--- src/part_pkg.sv ---
package part_pkg;

   localparam int COORD_WIDTH = 32;
   localparam int ANGLE_WIDTH = 16;

   localparam int CSR_DATA_WIDTH  = (COORD_WIDTH > ANGLE_WIDTH) ? COORD_WIDTH : ANGLE_WIDTH;
   localparam int CSR_INDEX_WIDTH = 3;

   localparam logic [CSR_INDEX_WIDTH-1:0] CSR_OPERATION      = 3'd0;
   localparam logic [CSR_INDEX_WIDTH-1:0] CSR_ROTATION_ANGLE = 3'd1;
   localparam logic [CSR_INDEX_WIDTH-1:0] CSR_OFFSET_X       = 3'd2;
   localparam logic [CSR_INDEX_WIDTH-1:0] CSR_OFFSET_Y       = 3'd3;
   localparam logic [CSR_INDEX_WIDTH-1:0] CSR_OFFSET_Z       = 3'd4;

   localparam logic [1:0] OP_ROT_X     = 2'd0;
   localparam logic [1:0] OP_ROT_Y     = 2'd1;
   localparam logic [1:0] OP_ROT_Z     = 2'd2;
   localparam logic [1:0] OP_TRANSLATE = 2'd3;

   // sine and cosine: signed Q2.16
   localparam int TRIG_WIDTH = 18;
   localparam logic signed [TRIG_WIDTH-1:0] TRIG_ONE = 18'sd65536;

   // series evaluation works in unsigned Q62
   localparam int WORK_WIDTH = 64;
   localparam logic [WORK_WIDTH-1:0] HALF_PI_Q62 = 64'h6487ED5110B4611B;
   localparam logic [WORK_WIDTH-1:0] ONE_Q62     = 64'h4000000000000000;
   localparam int TERM_LIMIT = 39;

   typedef struct packed {
      logic                         busy;
      logic signed [TRIG_WIDTH-1:0] sine;
      logic signed [TRIG_WIDTH-1:0] cosine;
   } trig_type;

   typedef struct packed {
      logic signed [COORD_WIDTH-1:0] x;
      logic signed [COORD_WIDTH-1:0] y;
      logic signed [COORD_WIDTH-1:0] z;
      logic                          overflow;
   } result_type;

endpackage

--- src/part_trig.sv ---
module part_trig (
   input  logic                              clock,
   input  logic                              reset,
   input  logic                              start,
   input  logic [part_pkg::ANGLE_WIDTH-1:0]  angle,
   output part_pkg::trig_type                trig
);

   localparam logic [1:0] ST_IDLE = 2'd0;
   localparam logic [1:0] ST_MUL  = 2'd1;
   localparam logic [1:0] ST_DIV  = 2'd2;
   localparam logic [1:0] ST_UPD  = 2'd3;

   localparam logic [1:0] STEP_THETA = 2'd0;
   localparam logic [1:0] STEP_X2    = 2'd1;
   localparam logic [1:0] STEP_SIN   = 2'd2;
   localparam logic [1:0] STEP_COS   = 2'd3;

   localparam int WW = part_pkg::WORK_WIDTH;
   localparam int HW = WW / 2;
   localparam int AW = part_pkg::ANGLE_WIDTH;
   localparam int TW = part_pkg::TRIG_WIDTH;

   logic [1:0]      state_ff, state_in;
   logic [1:0]      step_ff, step_in;
   logic [6:0]      cnt_ff, cnt_in;
   logic [5:0]      k_ff, k_in;
   logic [WW-1:0]   ma_ff, ma_in, mb_ff, mb_in;
   logic [WW-1:0]   pp_ff, pp_in;
   logic [2*WW-1:0] acc_ff, acc_in;
   logic [WW-1:0]   x2_ff, x2_in;
   logic [WW-1:0]   term_ff, term_in;
   logic [WW-1:0]   sum_ff, sum_in;
   logic [WW-1:0]   quot_ff, quot_in;
   logic [12:0]     rem_ff, rem_in;
   logic [12:0]     div_ff, div_in;
   logic [1:0]      quad_ff, quad_in;
   logic [TW-2:0]   sr_ff, sr_in;
   logic signed [TW-1:0] sine_ff, sine_in, cosine_ff, cosine_in;

   logic [HW-1:0]   a_part, b_part;
   logic [1:0]      prev_idx;
   logic [6:0]      acc_shift;
   logic [2*WW-1:0] acc_sum;
   logic [6:0]      k2;
   logic [12:0]     div_sel;
   logic [13:0]     rem_sh;
   logic            rem_ge;
   logic [WW-1:0]   upd_sum, new_sum, round_sum;
   logic            series_end;
   logic [TW-2:0]   rounded;

   always_comb begin
      a_part    = cnt_ff[0] ? ma_ff[WW-1:HW] : ma_ff[HW-1:0];
      b_part    = cnt_ff[1] ? mb_ff[WW-1:HW] : mb_ff[HW-1:0];
      prev_idx  = cnt_ff[1:0] - 2'd1;
      acc_shift = 7'(({1'b0, prev_idx[0]} + {1'b0, prev_idx[1]}) * HW);
      acc_sum   = acc_ff + ({{WW{1'b0}}, pp_ff} << acc_shift);

      k2 = {k_ff, 1'b0};
      if (step_ff == STEP_SIN) begin
         div_sel = 13'(14'(k2) * 14'(k2 + 7'd1));
      end else begin
         div_sel = 13'(14'(k2 - 7'd1) * 14'(k2));
      end

      rem_sh = {rem_ff, quot_ff[WW-1]};
      rem_ge = rem_sh >= {1'b0, div_ff};

      upd_sum    = k_ff[0] ? (sum_ff - quot_ff) : (sum_ff + quot_ff);
      new_sum    = (quot_ff == '0) ? sum_ff : upd_sum;
      series_end = (quot_ff == '0) || (k_ff == 6'(part_pkg::TERM_LIMIT));
      round_sum  = new_sum + (WW'(1) << 45);
      rounded    = round_sum[62:46];
   end

   always_comb begin
      state_in  = state_ff;
      step_in   = step_ff;
      cnt_in    = cnt_ff;
      k_in      = k_ff;
      ma_in     = ma_ff;
      mb_in     = mb_ff;
      pp_in     = pp_ff;
      acc_in    = acc_ff;
      x2_in     = x2_ff;
      term_in   = term_ff;
      sum_in    = sum_ff;
      quot_in   = quot_ff;
      rem_in    = rem_ff;
      div_in    = div_ff;
      quad_in   = quad_ff;
      sr_in     = sr_ff;
      sine_in   = sine_ff;
      cosine_in = cosine_ff;

      unique case (state_ff)
         ST_IDLE: begin
            if (start) begin
               quad_in  = angle[AW-1 -: 2];
               ma_in    = {angle[AW-3:0], {(66-AW){1'b0}}};
               mb_in    = part_pkg::HALF_PI_Q62;
               step_in  = STEP_THETA;
               cnt_in   = '0;
               acc_in   = '0;
               state_in = ST_MUL;
            end
         end
         ST_MUL: begin
            if (cnt_ff != 7'd4) begin
               pp_in = WW'(a_part) * WW'(b_part);
            end
            if (cnt_ff != 7'd0) begin
               acc_in = acc_sum;
            end
            cnt_in = cnt_ff + 7'd1;
            if (cnt_ff == 7'd4) begin
               cnt_in = '0;
               acc_in = '0;
               unique case (step_ff)
                  STEP_THETA: begin
                     term_in = acc_sum[2*WW-1:WW];
                     ma_in   = acc_sum[2*WW-1:WW];
                     mb_in   = acc_sum[2*WW-1:WW];
                     step_in = STEP_X2;
                  end
                  STEP_X2: begin
                     x2_in   = acc_sum[125:62];
                     sum_in  = term_ff;
                     ma_in   = term_ff;
                     mb_in   = acc_sum[125:62];
                     k_in    = 6'd1;
                     step_in = STEP_SIN;
                  end
                  default: begin
                     quot_in  = acc_sum[125:62];
                     rem_in   = '0;
                     div_in   = div_sel;
                     state_in = ST_DIV;
                  end
               endcase
            end
         end
         ST_DIV: begin
            rem_in  = rem_ge ? 13'(rem_sh - {1'b0, div_ff}) : rem_sh[12:0];
            quot_in = {quot_ff[WW-2:0], rem_ge};
            cnt_in  = cnt_ff + 7'd1;
            if (cnt_ff == 7'(WW - 1)) begin
               cnt_in   = '0;
               state_in = ST_UPD;
            end
         end
         ST_UPD: begin
            acc_in = '0;
            cnt_in = '0;
            if (!series_end) begin
               sum_in   = upd_sum;
               k_in     = k_ff + 6'd1;
               ma_in    = quot_ff;
               mb_in    = x2_ff;
               state_in = ST_MUL;
            end else if (step_ff == STEP_SIN) begin
               sr_in    = rounded;
               sum_in   = part_pkg::ONE_Q62;
               ma_in    = part_pkg::ONE_Q62;
               mb_in    = x2_ff;
               k_in     = 6'd1;
               step_in  = STEP_COS;
               state_in = ST_MUL;
            end else begin
               // fold the first-quadrant pair out to the full turn
               case (quad_ff)
                  2'd0: begin
                     sine_in   = {1'b0, sr_ff};
                     cosine_in = {1'b0, rounded};
                  end
                  2'd1: begin
                     sine_in   = {1'b0, rounded};
                     cosine_in = TW'(0) - {1'b0, sr_ff};
                  end
                  2'd2: begin
                     sine_in   = TW'(0) - {1'b0, sr_ff};
                     cosine_in = TW'(0) - {1'b0, rounded};
                  end
                  default: begin
                     sine_in   = TW'(0) - {1'b0, rounded};
                     cosine_in = {1'b0, sr_ff};
                  end
               endcase
               state_in = ST_IDLE;
            end
         end
         default: state_in = ST_IDLE;
      endcase
   end

   always_ff @(posedge clock) begin
      if (reset) begin
         state_ff  <= ST_IDLE;
         step_ff   <= STEP_THETA;
         cnt_ff    <= '0;
         k_ff      <= '0;
         sine_ff   <= '0;
         cosine_ff <= part_pkg::TRIG_ONE;
      end else begin
         state_ff  <= state_in;
         step_ff   <= step_in;
         cnt_ff    <= cnt_in;
         k_ff      <= k_in;
         sine_ff   <= sine_in;
         cosine_ff <= cosine_in;
      end
   end

   always_ff @(posedge clock) begin
      ma_ff   <= ma_in;
      mb_ff   <= mb_in;
      pp_ff   <= pp_in;
      acc_ff  <= acc_in;
      x2_ff   <= x2_in;
      term_ff <= term_in;
      sum_ff  <= sum_in;
      quot_ff <= quot_in;
      rem_ff  <= rem_in;
      div_ff  <= div_in;
      quad_ff <= quad_in;
      sr_ff   <= sr_in;
   end

   assign trig.busy   = (state_ff != ST_IDLE);
   assign trig.sine   = sine_ff;
   assign trig.cosine = cosine_ff;

endmodule

--- config.mk ---
export PLATFORM = sky130hd
export DESIGN_NAME = part_trig
export DESIGN_NICKNAME = d
export VERILOG_FILES = /design/src/part_pkg.sv /design/src/part_trig.sv
export SDC_FILE = /design/constraint.sdc
export NUM_CORES = 2
export LEC_CHECK = 0
export BUFFER_PORTS_ARGS = -buffer_cell sky130_fd_sc_hd__buf_2
export CAP_MARGIN = 20
export CORE_MARGIN = 2
export CORE_UTILIZATION = 50
export CTS_BUF_LIST = sky130_fd_sc_hd__clkbuf_8
export DETAILED_ROUTE_END_ITERATION = 12
export MAX_ROUTING_LAYER = met4
export PLACE_DENSITY = 0.76
export SLEW_MARGIN = 20
export SYNTH_ARGS = -nofsm -noshare
export SYNTH_HDL_FRONTEND = slang
export SYNTH_SLANG_ARGS = --single-unit
--- constraint.sdc ---
create_clock -name clock -period 21.1 [get_ports clock]
set_input_delay 1.055 -clock clock [delete_from_list [all_inputs] [get_ports clock]]
set_output_delay 1.055 -clock clock [all_outputs]
set_load 0.02 [all_outputs]
==> impl_metrics.toml <==
[synthesis]
synth_top_cell_area_share_pct = 24.3
synthArstFlopShare_pct = 0
syn_nets = 9888
synth.distinct_cells = 93
ys_seq_area_share_pct = 25.5
syn_avg_cell_area_um2 = 9.16
yosys-top-cells-area = "fa_1 24%, edfxtp_1 24%, ha_1 8.4%"
syn-instance-count = 8416
synth_area_leader_cell = "fa_1"
synth_seq_cells = 672
synth-edff-count = 619
syn_area_um2 = 77100
yosys_warnings = 0
yosys_most_used_dff = "edfxtp_1"

[clock_tree]
post-cts-setup-buffer-count = 0
cts_root_buffer = "clkbuf_8"
cts_max_level = 3
cts.hold.buffers_added = 0
cts_resized = 0
cts_tree = "done"
cts_buffers = 110
clk_latency_ps = 850
clk_pin_slew_ps = 70
cts_buffer_depth = 3
clkSinkCount = 672

[timing]
skew_ps = 61.8
relSlewSlack_pct = 17.9
setup_viol = 0
tns_ps = 0
max_freq_mhz = 93.3
finalCritPeriodShare_pct = 50.8
hold_viol = 0
final_max_slew_viol_count = 0
tightestPinTransition_ps = 1220
rsz0062_at_grt = "false"
min_period_ps = 10720

[global_route]
grt_pass1_wl_um = 405000
grt_max_degree = 85
grt_pass1_vias = 64300
overflow = 0
grt_util_all_layers_pct = 35.7
grt_antenna_before_repair = 5

[critical_path]
path_max_fanout = 49
criticalPathCategory = "reg2reg"
setup.worst_path.start_class = "flip-flop"
r2r_slack_ps = 10380
reg2reg_depth = 36
max_stage_delay_ps = 780
critPathArrivalTime_ps = 11290
crit_path_end_kind = "flip-flop"
crit_required_ps = 21680
crit_slowest_cell = "or4b_2"
r2r_end = "pp_ff[61]"
regToRegStartpoint = "cnt_ff[0]"
crit_path_frequent_cell = "fa_1"

[layout]
fillers = 13900
area_growth_pct = 6.38
layout-drive-gt1-share_pct = 6.31
nNetsFinal = 9766

[outcome]
outcome = "finished clean"

[job]
maxCapViolCount = 0

[detailed_routing]
drc = 0
drtAntennaViolNets = 0
totalWireLength_um = 274000
vias = 63900
wire_per_inst_um = 26.2
drt_first_pass_iters = 7
first_iter_violations = 7876
vias_per_cell = 6.13

[placement]
gp_congestion = 1.04
detailedPlacementHpwl_um = 206000
place.port_buffers = 55

[floorplanning]
row_count = 144
core_area_um2 = 154000
die-width_um = 397
ios = 56
fp.dieArea_um2 = 157000
die_h_um = 397
initial_core_util_pct = 50.2

[worst_hold_path]
hold_end = "quad_ff[1]"
hold_depth = 1
min-delay-path-class = "in2reg"
min_from = "angle[15]"
==> worst max-delay path by stage <==
stage              start   endpoint  cells past startpoint  slack, ps
6_report       cnt_ff[0]  pp_ff[61]                     36      10380
2_1_floorplan  cnt_ff[0]  pp_ff[61]                     38      11460
3_3_place_gp   cnt_ff[0]  pp_ff[61]                     36      10720
5_1_grt        cnt_ff[0]  pp_ff[62]                     33       9990
4_1_cts        cnt_ff[0]  pp_ff[61]                     36      10560
3_5_place_dp   cnt_ff[0]  pp_ff[61]                     36      10560
==> cells in the mapped netlist (all sizes together) (55+ instances only) <==
cell type	instances
inv	1148
nor2	1081
fa	937
nand2	926
edfxtp	619
ha	516
a21oi	476
clkbuf	382
o21ai	352
xnor2	241
a21o	211
xor2	127
mux2i	118
nor3	98
o22ai	81
nand4	78
mux2	76
and2	75
nor2b	73
nand3	68
nand2b	66
o21bai	55
==> layout by cell type (no fill, tap or decap), types with 26 or more instances in the layout <==
| master | netlist | layout |
|---|---|---|
| inv_1 | 1148 | 1188 |
| nor2_1 | 1081 | 1075 |
| fa_1 | 937 | 937 |
| nand2_1 | 924 | 921 |
| edfxtp_1 | 619 | 619 |
| ha_1 | 516 | 512 |
| a21oi_1 | 475 | 475 |
| o21ai_0 | 350 | 350 |
| xnor2_1 | 241 | 240 |
| a21o_1 | 211 | 210 |
| xor2_1 | 127 | 126 |
| buf_4 | 0 | 124 |
| clkbuf_8 | 0 | 121 |
| nor3_1 | 98 | 96 |
| o22ai_1 | 81 | 81 |
| nand4_1 | 78 | 78 |
| mux2_2 | 76 | 76 |
| and2_1 | 74 | 74 |
| nor2b_1 | 73 | 72 |
| mux2i_1 | 117 | 70 |
| nand3_1 | 68 | 68 |
| nand2b_1 | 66 | 66 |
| buf_2 | 3 | 55 |
| o21bai_1 | 54 | 54 |
| dfxtp_1 | 53 | 50 |
| a31oi_1 | 43 | 42 |
| o21a_1 | 40 | 40 |
| mux2i_2 | 0 | 38 |
| a211oi_1 | 33 | 32 |
| o221ai_1 | 30 | 30 |
| and3_1 | 29 | 29 |
| nor4_1 | 29 | 26 |
==> area by class of cell <==
class | count | area [µm²] | share of cell area, %
repair buffers | 182 | 1280 | 1.56
flip-flops and latches | 672 | 19700 | 24.0
well taps | 2044 | 2560 | 3.12
clock buffers | 121 | 1670 | 2.03
inverters | 1150 | 4320 | 5.27
clock inverters | 86 | 510 | 0.623
diodes | 4 | 10.0 | 0.0122
multi-input cells | 6178 | 52000 | 63.4
==> critical path: cells and delay by family (launching register included) <==
kind                       cells  cell delay (ps)
muxes                          1              280
buffers and inverters          8             1470
xor gates and xnor gates       1              140
adders and majority gates      9             4410
AOI/OAI and AO/OA             10             1950
and+or+nand+nor                7             1550
DFF                            1              620
==> metal layers <==
metal / part of all wire [%] / global-route usage [%] / vias up
met5: 0 / - / -
met4: 7.4 / 20.5 / 0
met3: 12 / 7.97 / 875
met2: 44 / 52.7 / 3988
met1: 37 / 45.3 / 31500
li1: - / - / 27600
==> metrics by stage <==
| step | hold WS [ps] | instances | utilization, % | setup WS [ps] | instance area [µm²] |
|---|---|---|---|---|---|
| after floorplan | 500 | 8416 | - | 11460 | 77100 |
| after global placement | 425 | 10200 | 51.9 | 10720 | 79700 |
| after detailed placement | 434 | 10200 | 51.9 | 10560 | 79700 |
| after CTS | 358 | 10400 | 53.3 | 10560 | 81900 |
| after global routing | 379 | 10400 | 53.4 | 9990 | 82000 |
| final | 414 | 10400 | 53.4 | 10380 | 82000 |
==> kinds of logic after synthesis <==
| logic type | count (synthesis) | synth area share, % |
|---|---|---|
| compound gates | 1544 | 12.5 |
| other cells | 2 | 0.00975 |
| fa+ha+maj | 1453 | 32.7 |
| simple gates | 2612 | 14.6 |
| mux | 199 | 2.81 |
| flops | 672 | 25.5 |
| xor+xnor | 368 | 4.18 |
| buf+inv | 1566 | 7.63 |
==> state kept, by name, indices dropped and copies added (netlist names), 63 cells and up <==
| signal | flops |
|---|---|
| mb_ff | 64 |
| ma_ff | 64 |
| quot_ff | 64 |
| acc_ff | 128 |
| pp_ff | 64 |
| term_ff | 64 |
| sum_ff | 63 |
| x2_ff | 64 |
Power is not shown: default switching activity piles up to over one toggle a cycle in this logic, so the estimate is an artifact.
